### src/rtl/tsfe_pkg.sv
// tsfe_pkg: shared constants, types and a helper function for the tcp syn fingerprint extractor
// used by tsfe_datapath, tsfe_ctrl and the top level under rtl, no dependencies of its own
`timescale 1ns / 1ps

package tsfe_pkg;

  localparam int MAX_OPT_BYTES   = 40;
  localparam int MAX_EXT_HEADERS = 6;

  localparam int OPT_AW  = (MAX_OPT_BYTES > 1) ? $clog2(MAX_OPT_BYTES) : 1;
  localparam int OPT_CW  = $clog2(MAX_OPT_BYTES + 1);
  localparam int EXT_CW  = $clog2(MAX_EXT_HEADERS + 1) + 1;
  localparam int IP_BYTES  = 40;
  localparam int TCP_BYTES = 20;
  localparam int IP_AW   = $clog2(IP_BYTES);
  localparam int TCP_AW  = $clog2(TCP_BYTES);

  localparam logic [15:0] ETH_IPV4 = 16'h0800;
  localparam logic [15:0] ETH_IPV6 = 16'h86DD;

  localparam logic [7:0] PROTO_TCP    = 8'd6;
  localparam logic [7:0] NH_HOPOPT    = 8'd0;
  localparam logic [7:0] NH_ROUTING   = 8'd43;
  localparam logic [7:0] NH_FRAGMENT  = 8'd44;
  localparam logic [7:0] NH_ICMP6     = 8'd58;
  localparam logic [7:0] NH_DSTOPT    = 8'd60;
  localparam logic [7:0] NH_MOBILITY  = 8'd135;

  localparam logic [15:0] IPV6_HDR_LEN = 16'd40;
  localparam logic [15:0] BASE_HDR_LEN = 16'd20;

  typedef enum logic [1:0] {
    IPV_NONE,
    IPV_4,
    IPV_6
  } ipv_t;

  typedef enum logic [1:0] {
    KIND_REC = 2'd0,
    KIND_OPT = 2'd1,
    KIND_DEL = 2'd2
  } kind_t;

  typedef enum logic [1:0] {
    SEL_REC,
    SEL_OPT,
    SEL_DEL_SRC,
    SEL_DEL_DST
  } sel_t;

  typedef enum logic [2:0] {
    ST_PARSE,
    ST_JUDGE,
    ST_REC,
    ST_OPT_RD,
    ST_OPT_WR,
    ST_DEL_SRC,
    ST_DEL_DST
  } state_t;

  typedef struct packed {
    logic accept;
    logic load;
    sel_t sel;
    logic opt_clr;
    logic opt_inc;
  } cmd_t;

  typedef struct packed {
    logic done;
    logic syn_ok;
    logic del_ok;
    logic opts_zero;
    logic opt_last;
    logic out_free;
  } status_t;

  function automatic logic is_ext(input logic [7:0] p);
    is_ext = (p == NH_HOPOPT) || (p == NH_ROUTING) || (p == NH_FRAGMENT) ||
             (p == NH_ICMP6) || (p == NH_DSTOPT) || (p == NH_MOBILITY);
  endfunction

endpackage

### src/rtl/tsfe_ram.sv
// tsfe_ram: generic single write port ram with one registered read port
// no dependencies
`timescale 1ns / 1ps

module tsfe_ram #(
  parameter int WIDTH = 8,
  parameter int DEPTH = 40
) (
  input  logic                                      clk,
  input  logic                                      wr_en,
  input  logic [((DEPTH > 1) ? $clog2(DEPTH) : 1)-1:0] wr_addr,
  input  logic [WIDTH-1:0]                          wr_data,
  input  logic [((DEPTH > 1) ? $clog2(DEPTH) : 1)-1:0] rd_addr,
  output logic [WIDTH-1:0]                          rd_data
);

  logic [WIDTH-1:0] mem [DEPTH];

  always_ff @(posedge clk) begin
    if (wr_en) begin
      mem[wr_addr] <= wr_data;
    end
    rd_data <= mem[rd_addr];
  end

endmodule

### src/rtl/tsfe_datapath.sv
// tsfe_datapath: header capture, extension walk, packet judging and the result register
// depends on tsfe_pkg and tsfe_ram
`timescale 1ns / 1ps

module tsfe_datapath (
  input  logic               clk,
  input  logic               rst,
  input  tsfe_pkg::cmd_t     cmd,
  output tsfe_pkg::status_t  stat,
  input  logic [7:0]         pkt_byte,
  input  logic               first_byte,
  input  logic               last_byte,
  input  logic [15:0]        ether_type,
  output logic               out_valid,
  input  logic               out_ready,
  output logic [1:0]         kind,
  output logic               last,
  output logic [63:0]        addr_hi,
  output logic [63:0]        addr_lo,
  output logic [15:0]        src_port,
  output logic [15:0]        dst_port,
  output logic [7:0]         opt_byte,
  output logic [7:0]         ttl,
  output logic [9:0]         flag_bits,
  output logic [15:0]        frag_word,
  output logic [15:0]        window_size,
  output logic [55:0]        size_word
);

  logic [15:0]                    off, off_next;
  logic                           run, run_next;
  tsfe_pkg::ipv_t                 ipv, ipv_new;
  logic [7:0]                     ipb [tsfe_pkg::IP_BYTES];
  logic [7:0]                     tcb [tsfe_pkg::TCP_BYTES];
  logic [7:0]                     nh, nh_next;
  logic [tsfe_pkg::EXT_CW-1:0]    ext_cnt, ext_cnt_next;
  logic                           ext_done, ext_done_next;
  logic [7:0]                     ext_pend, ext_pend_next;
  logic [15:0]                    ext_pos, ext_pos_next;
  logic [15:0]                    tcp_off, tcp_off_next;
  logic                           tcp_known, tcp_known_next;
  logic [16:0]                    len, len_next;
  logic [tsfe_pkg::OPT_CW-1:0]    k;

  logic                           start, absorb;
  tsfe_pkg::ipv_t                 c_ipv;
  logic [15:0]                    c_off, c_pos, c_toff, pos_sum;
  logic [7:0]                     c_nh, c_pend;
  logic [tsfe_pkg::EXT_CW-1:0]    c_cnt;
  logic                           c_done, c_tknown;
  logic                           tk;
  logic [15:0]                    to;
  logic [16:0]                    rel, opt_rel;
  logic                           ip_we, tcp_we, opt_we;
  logic [7:0]                     opt_rd;

  assign ipv_new = (ether_type == tsfe_pkg::ETH_IPV4) ? tsfe_pkg::IPV_4 :
                   (ether_type == tsfe_pkg::ETH_IPV6) ? tsfe_pkg::IPV_6 : tsfe_pkg::IPV_NONE;
  assign start  = cmd.accept && first_byte;
  assign absorb = cmd.accept && (start ? (ipv_new != tsfe_pkg::IPV_NONE) : run);

  always_comb begin
    c_off    = start ? 16'd0 : off;
    c_ipv    = start ? ipv_new : ipv;
    c_nh     = start ? 8'd0 : nh;
    c_cnt    = start ? '0 : ext_cnt;
    c_done   = start ? 1'b0 : ext_done;
    c_pend   = start ? 8'd0 : ext_pend;
    c_pos    = start ? tsfe_pkg::IPV6_HDR_LEN : ext_pos;
    c_toff   = start ? 16'd0 : tcp_off;
    c_tknown = start ? 1'b0 : tcp_known;

    off_next       = c_off;
    nh_next        = c_nh;
    ext_cnt_next   = c_cnt;
    ext_done_next  = c_done;
    ext_pend_next  = c_pend;
    ext_pos_next   = c_pos;
    tcp_off_next   = c_toff;
    tcp_known_next = c_tknown;
    run_next       = start ? (ipv_new != tsfe_pkg::IPV_NONE) : run;
    len_next       = len;
    pos_sum        = c_pos + {5'd0, pkt_byte, 3'b000} + 16'd8;

    if (absorb) begin
      if (c_ipv == tsfe_pkg::IPV_4 && c_off == 16'd0) begin
        tcp_off_next   = {10'd0, pkt_byte[3:0], 2'b00};
        tcp_known_next = 1'b1;
      end
      if (c_ipv == tsfe_pkg::IPV_6) begin
        if (c_off == 16'd6) begin
          nh_next = pkt_byte;
          if (tsfe_pkg::MAX_EXT_HEADERS == 0 || !tsfe_pkg::is_ext(pkt_byte)) begin
            ext_done_next  = 1'b1;
            tcp_off_next   = c_pos;
            tcp_known_next = 1'b1;
          end
        end else if (!c_done && c_off >= tsfe_pkg::IPV6_HDR_LEN && c_off == c_pos) begin
          ext_pend_next = pkt_byte;
        end else if (!c_done && c_off >= tsfe_pkg::IPV6_HDR_LEN &&
                     {1'b0, c_off} == {1'b0, c_pos} + 17'd1) begin
          nh_next      = c_pend;
          ext_pos_next = pos_sum;
          ext_cnt_next = c_cnt + 1'b1;
          if (ext_cnt_next >= tsfe_pkg::EXT_CW'(tsfe_pkg::MAX_EXT_HEADERS) ||
              !tsfe_pkg::is_ext(c_pend)) begin
            ext_done_next  = 1'b1;
            tcp_off_next   = pos_sum;
            tcp_known_next = 1'b1;
          end
        end
      end
      if (c_off != 16'hFFFF) begin
        off_next = c_off + 16'd1;
      end
      if (last_byte) begin
        run_next = 1'b0;
        len_next = {1'b0, c_off} + 17'd1;
      end
    end
  end

  // tcp header position as seen by the current byte
  assign tk      = c_tknown || (c_ipv == tsfe_pkg::IPV_4 && c_off == 16'd0);
  assign to      = (c_ipv == tsfe_pkg::IPV_4 && c_off == 16'd0) ?
                   {10'd0, pkt_byte[3:0], 2'b00} : c_toff;
  assign rel     = {1'b0, c_off} - {1'b0, to};
  assign opt_rel = rel - 17'(tsfe_pkg::TCP_BYTES);
  assign ip_we   = absorb && (c_off < 16'(tsfe_pkg::IP_BYTES));
  assign tcp_we  = absorb && tk && (c_off >= to) && (rel < 17'(tsfe_pkg::TCP_BYTES));
  assign opt_we  = absorb && tk && (c_off >= to) && (rel >= 17'(tsfe_pkg::TCP_BYTES)) &&
                   (opt_rel < 17'(tsfe_pkg::MAX_OPT_BYTES));

  always_ff @(posedge clk) begin
    if (rst) begin
      off       <= '0;
      run       <= 1'b0;
      ipv       <= tsfe_pkg::IPV_NONE;
      nh        <= '0;
      ext_cnt   <= '0;
      ext_done  <= 1'b0;
      ext_pend  <= '0;
      ext_pos   <= tsfe_pkg::IPV6_HDR_LEN;
      tcp_off   <= '0;
      tcp_known <= 1'b0;
      len       <= '0;
    end else begin
      off       <= off_next;
      run       <= run_next;
      ipv       <= c_ipv;
      nh        <= nh_next;
      ext_cnt   <= ext_cnt_next;
      ext_done  <= ext_done_next;
      ext_pend  <= ext_pend_next;
      ext_pos   <= ext_pos_next;
      tcp_off   <= tcp_off_next;
      tcp_known <= tcp_known_next;
      len       <= len_next;
    end
  end

  always_ff @(posedge clk) begin
    if (ip_we) begin
      ipb[c_off[tsfe_pkg::IP_AW-1:0]] <= pkt_byte;
    end
    if (tcp_we) begin
      tcb[rel[tsfe_pkg::TCP_AW-1:0]] <= pkt_byte;
    end
  end

  tsfe_ram #(
    .WIDTH(8),
    .DEPTH(tsfe_pkg::MAX_OPT_BYTES)
  ) u_opt_ram (
    .clk     (clk),
    .wr_en   (opt_we),
    .wr_addr (opt_rel[tsfe_pkg::OPT_AW-1:0]),
    .wr_data (pkt_byte),
    .rd_addr (k[tsfe_pkg::OPT_AW-1:0]),
    .rd_data (opt_rd)
  );

  // packet judging
  logic [7:0]  flags, opts;
  logic [5:0]  doff4;
  logic [15:0] sp, dp, olen, pay, pclass, tot;
  logic [63:0] shi, slo, dhi, dlo;
  logic [17:0] need_len;
  logic        is4, is6, ip_ok, tcp_ok, base_ok, syn, ecn;
  logic [7:0]  q;

  assign is4    = (ipv == tsfe_pkg::IPV_4);
  assign is6    = (ipv == tsfe_pkg::IPV_6);
  assign flags  = tcb[13];
  assign doff4  = {tcb[12][7:4], 2'b00};
  assign opts   = 8'({2'b00, doff4} + 8'd236);
  assign sp     = {tcb[0], tcb[1]};
  assign dp     = {tcb[2], tcb[3]};
  assign shi    = is6 ? {ipb[8], ipb[9], ipb[10], ipb[11], ipb[12], ipb[13], ipb[14], ipb[15]}
                      : 64'd0;
  assign slo    = is6 ? {ipb[16], ipb[17], ipb[18], ipb[19], ipb[20], ipb[21], ipb[22], ipb[23]}
                      : {32'd0, ipb[12], ipb[13], ipb[14], ipb[15]};
  assign dhi    = is6 ? {ipb[24], ipb[25], ipb[26], ipb[27], ipb[28], ipb[29], ipb[30], ipb[31]}
                      : 64'd0;
  assign dlo    = is6 ? {ipb[32], ipb[33], ipb[34], ipb[35], ipb[36], ipb[37], ipb[38], ipb[39]}
                      : {32'd0, ipb[16], ipb[17], ipb[18], ipb[19]};

  assign ip_ok    = is4 ? (len >= 17'd20 && ipb[9] == tsfe_pkg::PROTO_TCP) :
                    is6 ? (len >= 17'd40 && ext_done && nh == tsfe_pkg::PROTO_TCP) : 1'b0;
  assign tcp_ok   = tcp_known && (len >= {1'b0, tcp_off} + 17'd20);
  assign need_len = {2'b00, tcp_off} + 18'd20 + {10'd0, opts};
  assign base_ok  = ip_ok && tcp_ok;
  assign syn      = flags[1] && !flags[4];

  always_comb begin
    q = '0;
    if ((tcb[4] | tcb[5] | tcb[6] | tcb[7]) == 8'd0) q[2] = 1'b1;
    if ((tcb[8] | tcb[9] | tcb[10] | tcb[11]) != 8'd0 && !flags[2]) q[3] = 1'b1;
    if ((tcb[18] | tcb[19]) != 8'd0 && !flags[5]) q[5] = 1'b1;
    q[6] = flags[5];
    q[7] = flags[3];
    ecn  = (flags[7:6] != 2'b00) || tcb[12][0];
    if (is4) begin
      if ((ipb[4] | ipb[5]) != 8'd0) q[0] = 1'b1;
      if (ipb[1][1:0] != 2'b00) ecn = 1'b1;
      olen = tcp_off - tsfe_pkg::BASE_HDR_LEN;
      pay  = {ipb[2], ipb[3]} - tcp_off;
    end else begin
      if (ipb[1][3:0] != 4'd0 || ipb[2] != 8'd0 || ipb[3] != 8'd0) q[1] = 1'b1;
      if (ipb[1][5:4] != 2'b00) ecn = 1'b1;
      olen = tcp_off - tsfe_pkg::IPV6_HDR_LEN;
      pay  = {ipb[4], ipb[5]} - olen;
    end
    pclass = pay - tsfe_pkg::BASE_HDR_LEN - {8'd0, opts};
    tot    = tcp_off + {10'd0, doff4};
  end

  assign stat.done      = absorb && last_byte;
  assign stat.syn_ok    = base_ok && syn && (opts <= 8'(tsfe_pkg::MAX_OPT_BYTES)) &&
                          (opts == 8'd0 || {1'b0, len} >= need_len);
  assign stat.del_ok    = base_ok && !syn && (flags[0] || flags[2]);
  assign stat.opts_zero = (opts == 8'd0);
  assign stat.opt_last  = (8'(k) + 8'd1 == opts);
  assign stat.out_free  = !out_valid || out_ready;

  always_ff @(posedge clk) begin
    if (rst) begin
      k <= '0;
    end else if (cmd.opt_clr) begin
      k <= '0;
    end else if (cmd.opt_inc) begin
      k <= k + 1'b1;
    end
  end

  always_ff @(posedge clk) begin
    if (rst) begin
      out_valid <= 1'b0;
    end else if (cmd.load) begin
      out_valid <= 1'b1;
    end else if (out_ready) begin
      out_valid <= 1'b0;
    end
  end

  always_ff @(posedge clk) begin
    if (cmd.load) begin
      last        <= 1'b0;
      addr_hi     <= '0;
      addr_lo     <= '0;
      src_port    <= '0;
      dst_port    <= '0;
      opt_byte    <= '0;
      ttl         <= '0;
      flag_bits   <= '0;
      frag_word   <= '0;
      window_size <= '0;
      size_word   <= '0;
      unique case (cmd.sel)
        tsfe_pkg::SEL_REC: begin
          kind        <= tsfe_pkg::KIND_REC;
          last        <= (opts == 8'd0);
          addr_hi     <= shi;
          addr_lo     <= slo;
          src_port    <= sp;
          dst_port    <= dp;
          ttl         <= is4 ? ipb[8] : ipb[7];
          flag_bits   <= {is6, ecn, q};
          frag_word   <= is4 ? {ipb[6], ipb[7]} : 16'd0;
          window_size <= {tcb[14], tcb[15]};
          size_word   <= {pclass, opts, olen, tot};
        end
        tsfe_pkg::SEL_OPT: begin
          kind     <= tsfe_pkg::KIND_OPT;
          last     <= stat.opt_last;
          opt_byte <= opt_rd;
        end
        tsfe_pkg::SEL_DEL_SRC: begin
          kind     <= tsfe_pkg::KIND_DEL;
          addr_hi  <= shi;
          addr_lo  <= slo;
          src_port <= sp;
          dst_port <= dp;
        end
        tsfe_pkg::SEL_DEL_DST: begin
          kind     <= tsfe_pkg::KIND_DEL;
          last     <= 1'b1;
          addr_hi  <= dhi;
          addr_lo  <= dlo;
          src_port <= dp;
          dst_port <= sp;
        end
        default: begin
          kind <= tsfe_pkg::KIND_REC;
        end
      endcase
    end
  end

endmodule

### src/rtl/tsfe_ctrl.sv
// tsfe_ctrl: sequencer for byte intake, judging and result emission
// depends on tsfe_pkg
`timescale 1ns / 1ps

module tsfe_ctrl (
  input  logic               clk,
  input  logic               rst,
  input  logic               in_valid,
  output logic               in_ready,
  input  tsfe_pkg::status_t  stat,
  output tsfe_pkg::cmd_t     cmd
);

  tsfe_pkg::state_t state, state_next;

  always_ff @(posedge clk) begin
    if (rst) begin
      state <= tsfe_pkg::ST_PARSE;
    end else begin
      state <= state_next;
    end
  end

  always_comb begin
    state_next  = state;
    in_ready    = 1'b0;
    cmd.accept  = 1'b0;
    cmd.load    = 1'b0;
    cmd.sel     = tsfe_pkg::SEL_REC;
    cmd.opt_clr = 1'b0;
    cmd.opt_inc = 1'b0;
    unique case (state)
      tsfe_pkg::ST_PARSE: begin
        in_ready   = 1'b1;
        cmd.accept = in_valid;
        if (stat.done) begin
          state_next = tsfe_pkg::ST_JUDGE;
        end
      end
      tsfe_pkg::ST_JUDGE: begin
        if (stat.syn_ok) begin
          state_next = tsfe_pkg::ST_REC;
        end else if (stat.del_ok) begin
          state_next = tsfe_pkg::ST_DEL_SRC;
        end else begin
          state_next = tsfe_pkg::ST_PARSE;
        end
      end
      tsfe_pkg::ST_REC: begin
        cmd.opt_clr = 1'b1;
        if (stat.out_free) begin
          cmd.load   = 1'b1;
          cmd.sel    = tsfe_pkg::SEL_REC;
          state_next = stat.opts_zero ? tsfe_pkg::ST_PARSE : tsfe_pkg::ST_OPT_RD;
        end
      end
      tsfe_pkg::ST_OPT_RD: begin
        state_next = tsfe_pkg::ST_OPT_WR;
      end
      tsfe_pkg::ST_OPT_WR: begin
        if (stat.out_free) begin
          cmd.load    = 1'b1;
          cmd.sel     = tsfe_pkg::SEL_OPT;
          cmd.opt_inc = 1'b1;
          state_next  = stat.opt_last ? tsfe_pkg::ST_PARSE : tsfe_pkg::ST_OPT_RD;
        end
      end
      tsfe_pkg::ST_DEL_SRC: begin
        if (stat.out_free) begin
          cmd.load   = 1'b1;
          cmd.sel    = tsfe_pkg::SEL_DEL_SRC;
          state_next = tsfe_pkg::ST_DEL_DST;
        end
      end
      tsfe_pkg::ST_DEL_DST: begin
        if (stat.out_free) begin
          cmd.load   = 1'b1;
          cmd.sel    = tsfe_pkg::SEL_DEL_DST;
          state_next = tsfe_pkg::ST_PARSE;
        end
      end
      default: begin
        state_next = tsfe_pkg::ST_PARSE;
      end
    endcase
  end

endmodule

### src/rtl/tcp_syn_fingerprint_extractor.sv
// tcp_syn_fingerprint_extractor: top level, joins the sequencer and the datapath
// depends on tsfe_pkg, tsfe_ctrl, tsfe_datapath and tsfe_ram
`timescale 1ns / 1ps

// Packet bytes are taken one per cycle from the start of the IP header while the
// sequencer is parsing. After the final byte of an IPv4 or IPv6 packet, input is held
// off for the judging state and then while results go out: a fingerprint record, then
// each TCP option byte in a read state and a load state (the option buffer is a memory
// with a registered read), or a source and then a destination delete key; each load
// waits while the output side stalls. A packet that gives no result holds input off
// only for the judging state.

module tcp_syn_fingerprint_extractor (
  input  logic        clk,
  input  logic        rst,
  input  logic        in_valid,
  output logic        in_ready,
  input  logic [7:0]  pkt_byte,
  input  logic        first_byte,
  input  logic        last_byte,
  input  logic [15:0] ether_type,
  output logic        out_valid,
  input  logic        out_ready,
  output logic [1:0]  kind,
  output logic        last,
  output logic [63:0] addr_hi,
  output logic [63:0] addr_lo,
  output logic [15:0] src_port,
  output logic [15:0] dst_port,
  output logic [7:0]  opt_byte,
  output logic [7:0]  ttl,
  output logic [9:0]  flag_bits,
  output logic [15:0] frag_word,
  output logic [15:0] window_size,
  output logic [55:0] size_word
);

  tsfe_pkg::cmd_t    cmd;
  tsfe_pkg::status_t stat;

  tsfe_ctrl u_ctrl (
    .clk      (clk),
    .rst      (rst),
    .in_valid (in_valid),
    .in_ready (in_ready),
    .stat     (stat),
    .cmd      (cmd)
  );

  tsfe_datapath u_dp (
    .clk         (clk),
    .rst         (rst),
    .cmd         (cmd),
    .stat        (stat),
    .pkt_byte    (pkt_byte),
    .first_byte  (first_byte),
    .last_byte   (last_byte),
    .ether_type  (ether_type),
    .out_valid   (out_valid),
    .out_ready   (out_ready),
    .kind        (kind),
    .last        (last),
    .addr_hi     (addr_hi),
    .addr_lo     (addr_lo),
    .src_port    (src_port),
    .dst_port    (dst_port),
    .opt_byte    (opt_byte),
    .ttl         (ttl),
    .flag_bits   (flag_bits),
    .frag_word   (frag_word),
    .window_size (window_size),
    .size_word   (size_word)
  );

`ifndef ASSERT_OFF
  a_kind_code: assert property (@(posedge clk) disable iff (rst)
    out_valid |-> (kind == tsfe_pkg::KIND_REC || kind == tsfe_pkg::KIND_OPT ||
                   kind == tsfe_pkg::KIND_DEL))
    else $error("result kind out of range");

  a_judge_stall: assert property (@(posedge clk) disable iff (rst)
    stat.done |=> !in_ready)
    else $error("input taken during judging");

  a_non_rec_zero: assert property (@(posedge clk) disable iff (rst)
    (out_valid && kind != tsfe_pkg::KIND_REC) |-> (ttl == 8'd0 && size_word == 56'd0))
    else $error("record fields set on a non record result");
`endif

endmodule

### config.mk
export PLATFORM = sky130hd
export DESIGN_NAME = tcp_syn_fingerprint_extractor
export DESIGN_NICKNAME = d
export VERILOG_FILES = /design/src/rtl/tsfe_pkg.sv /design/src/rtl/tsfe_ram.sv /design/src/rtl/tsfe_datapath.sv /design/src/rtl/tsfe_ctrl.sv /design/src/rtl/tcp_syn_fingerprint_extractor.sv
export SDC_FILE = /design/constraint.sdc
export NUM_CORES = 2
export LEC_CHECK = 0
export ABC_CLOCK_PERIOD_IN_PS = 17520
export BUFFER_PORTS_ARGS = -buffer_cell sky130_fd_sc_hd__buf_2
export CAP_MARGIN = 20
export CELL_PAD_IN_SITES_DETAIL_PLACEMENT = 0
export CELL_PAD_IN_SITES_GLOBAL_PLACEMENT = 1
export CORE_UTILIZATION = 51
export DETAILED_ROUTE_END_ITERATION = 7
export PLACE_DENSITY = 0.8
export SYNTH_ARGS = -nofsm -noshare
export SYNTH_HDL_FRONTEND = slang
export SYNTH_SLANG_ARGS = --single-unit
### constraint.sdc
create_clock -name clk -period 17.52 [get_ports clk]
set_clock_uncertainty 0.1 [all_clocks]
set_input_delay 0.876 -clock clk [delete_from_list [all_inputs] [get_ports clk]]
set_output_delay 0.876 -clock clk [all_outputs]
set_load 0.05 [all_outputs]
==> impl_metrics.toml <==
[power_and_ir_drop]
internal_power_w = 0.004421
swShare_pct = 20.77
power.share.sequential_pct = 53.5
cellPowerDensity_mw_per_mm2 = 97.81
p_total_w = 0.005580
leakage_nw = 19.88
comb_power_share_pct = 2.7
p_switching_w = 0.001159
clkPwrFrac_pct = 43.8
peakVddDrop_uv = 72.23

[finish]
final_cell_area_mm2 = 0.05706
final_common_cell = "edfxtp_1"
drive_above_1_share_pct = 16.50
nets = 4158
areaGrowthSynthToFinish_pct = 13.19
layout_common_cells = "1043 x edfxtp_1, 367 x nand2_1, 300 x buf_2, 261 x a21oi_1, 244 x nor2_1"

[floorplan]
num_rows = 114
ios = 309
design.core.area_mm2 = 0.09728
start_util_pct = 51.82
die_h_um = 316.4
die-area_mm2 = 0.1001
die_w_um = 316.4

[worst_setup_path]
crit_required_ns = 17.74
worst-setup-path-type = "register to register"
critPathMaxFanout = 18
endpoint_kind = "register"
arrival_ns = 8.35
start_kind = "register"

[synthesis]
synth_fa_ha_area_share_pct = 3.564
ys_ff_latch = 1151
ys_types = 87
synthSimpleGateAreaFrac_pct = 10.74
synthTopCellsByArea = "edfxtp_1 62%, dfxtp_1 4.3%, mux4_2 4.3%"
synth_top_cell_area_share_pct = 62.13
yosysSeqAreaShare_pct = 66.42
yosysTopAreaCell = "edfxtp_1"
synth_top_family_by_area = "simple AND/OR/NAND/NOR gates"
synth-main-ff-cell = "edfxtp_1"
ys_warn_count = 0
avgSynthCellArea_um2 = 13.59
synth-xor-area-share_pct = 2.884
synth-edff-count = 1043
synth_area_mm2 = 0.05041
synth_compound_area_share_pct = 7.876
ys_async_sr_fraction_pct = 0
yosys-mux-area-fraction_pct = 6.099
syn_inst = 3709

[route]
ant_nets = 0
drc_errors = 0
wl_per_cell_um = 25.36
drtIter0Drc = 3612
routed_wl_um = 136000
firstDrtPassIters = 5
vias = 32151
viasPerCell = 5.995

[clock_tree]
cts_tree = "yes"
clock_path_buffers = 3
htreeDepth = 3
clk_pin_slew_worst_paths_ns = 0.06
cts.sinks = 1151
ctsResizeCount = 0
clk-insertion-delay-late_ns = 0.72
numCtsBuffers = 111
cts_hold_buf = 0
post-cts-setup-buffers = 0
root_buffer = "clkbuf_16"

[sta]
holdWs_ns = 0.3649
relSlewSlack_pct = 23.20
rsz0062_at_grt = "false"
finalCritPeriodShare_pct = 46.42
drv_slew = 0
fmax_ghz = 0.1229
setup_ws_ns = 9.386
worst_pin_slew_ns = 1.150
timing.final.crit_period_ns = 8.134
tns_ns = 0
setup_viol = 0
hold_viol = 0

[place]
dp_hpwl_um = 90430
place_ws_ns = 9.160
gp_congestion = 0.9337
postPlaceCellArea_mm2 = 0.05324
port_buffers = 305

[global_route]
grt_max_degree = 159
grt_pass1_wl_um = 197800
grt_usage_pct = 26.85
globalRouteOverflowTotal = 0
antenna_found_initial = 5
grt_pass1_vias = 30574

[job]
drv_cap = 0

[run_status]
status = "finished clean"

[min_path]
hp-class = "register to register"
## power groups by stage
stage / clock network, W / registers, W / logic (W)
3_5_place_dp: 0 / 0.00305 / 0.000146
3_3_place_gp: 0 / 0.00305 / 0.000145
5_1_grt: 0.00257 / 0.00299 / 0.000159
6_report: 0.00245 / 0.00299 / 0.000148
2_1_floorplan: 0 / 0.00304 / 0.0000707
4_1_cts: 0.00247 / 0.00299 / 0.000147
## cells by family (layout without fill, tap and decap cells)
group / Yosys count / in the layout
simple gates: 1111 / 1111
xor+xnor: 166 / 166
flops: 1151 / 1151
buf+inv: 311 / 685
mux: 186 / 186
other cells: 1 / 5
fa+ha+maj: 140 / 140
compound gates: 643 / 643
## layer usage
layer	global-route usage [%]	share of wire (%)	vias up
met4	8.523	2.8	0
li1	-	-	14574
met5	0	0	-
met1	37.11	42	15928
met2	43.73	48	1463
met3	4.330	7.7	186
## metrics by stage
stage / cells / utilization, %
global placement: 5142 / 54.72
CTS: 5353 / 58.58
global route: 5361 / 58.65
detailed placement: 5143 / 54.73
floorplan: 3711 / -
finish: 5363 / 58.65
## final cells by class
cell class / count / area (um2)
fill: 7619 / 40220
sequential: 1151 / 33490
multi-input combinational: 2249 / 15810
clock buffer: 147 / 3027
timing repair buffer: 360 / 1979
tap: 1276 / 1597
clock inverter: 63 / 715.7
inverter: 115 / 431.7
antenna: 2 / 5.005
## worst max-delay path, cell delays in order (launching register included)
cell and delay (ns):
dfxtp_1 0.56, nor4b_4 0.71, nand2_2 0.16, nand2_1 0.25, ha_1 0.29, and4_1 0.25, a21oi_1 0.08, buf_4 0.22
and2_1 0.18, ha_1 0.21, fa_1 0.42, nand2b_1 0.18, a21oi_1 0.43, a21boi_0 0.16, a221oi_1 0.62, a2111oi_1 0.17
o21bai_1 0.21, a2111oi_0 0.39, o22ai_1 0.26, or4b_1 0.74, buf_4 0.31, nor3_1 0.82
## sequential cells by signal (all words and copies together), names as in the netlist, 3 cells and up
name / count
u_dp.src_port: 16
u_dp.tcb: 141
u_dp.ext_cnt: 4
u_dp.ttl: 8
u_dp.tcp_off: 16
u_dp.u_opt_ram.mem: 320
u_dp.ipb: 310
u_dp.off: 16
u_dp.k: 6
u_ctrl.state: 3
u_dp.dst_port: 16
u_dp.size_word: 52
u_dp.window_size: 16
u_dp.addr_lo: 64
u_dp.addr_hi: 64
u_dp.ext_pos: 16
u_dp.u_opt_ram.rd_data: 8
u_dp.len: 17
u_dp.opt_byte: 8
u_dp.frag_word: 16
u_dp.nh: 8
u_dp.flag_bits: 9
u_dp.ext_pend: 8
## final timing paths
path	depth (start not counted)	from	end	slack, ns
setup / recovery	21	u_ctrl.state[0]	u_dp.u_opt_ram.mem[2][5]	9.39
hold / removal	2	u_dp.len[1]	u_dp.len[1]	0.36
setup reg to reg	21	u_ctrl.state[0]	u_dp.u_opt_ram.mem[2][5]	9.39
hold reg to reg	2	u_dp.len[1]	u_dp.len[1]	0.36
## cells in the mapped netlist, types with 10 or more instances
cell type and count:
a211oi_1 40, a21o_1 29, a21oi_1 262, a221oi_1 11
a22o_1 33, a31oi_1 25, and2_1 57, and3_1 44
buf_1 31, clkbuf_1 152, dfxtp_1 108, edfxtp_1 1043
ha_1 134, inv_1 113, mux2i_1 81, mux4_2 96
nand2_1 369, nand2b_1 32, nand3_1 51, nand4_1 42
nor2_1 248, nor2b_1 39, nor3_1 77, nor3_2 10
nor4_1 65, o211ai_1 10, o21a_1 13, o21ai_0 102
o21bai_1 14, o22ai_1 40, or3_1 24, xnor2_1 110
xor2_1 56
Note: power is estimated with default switching activity, not from simulation.
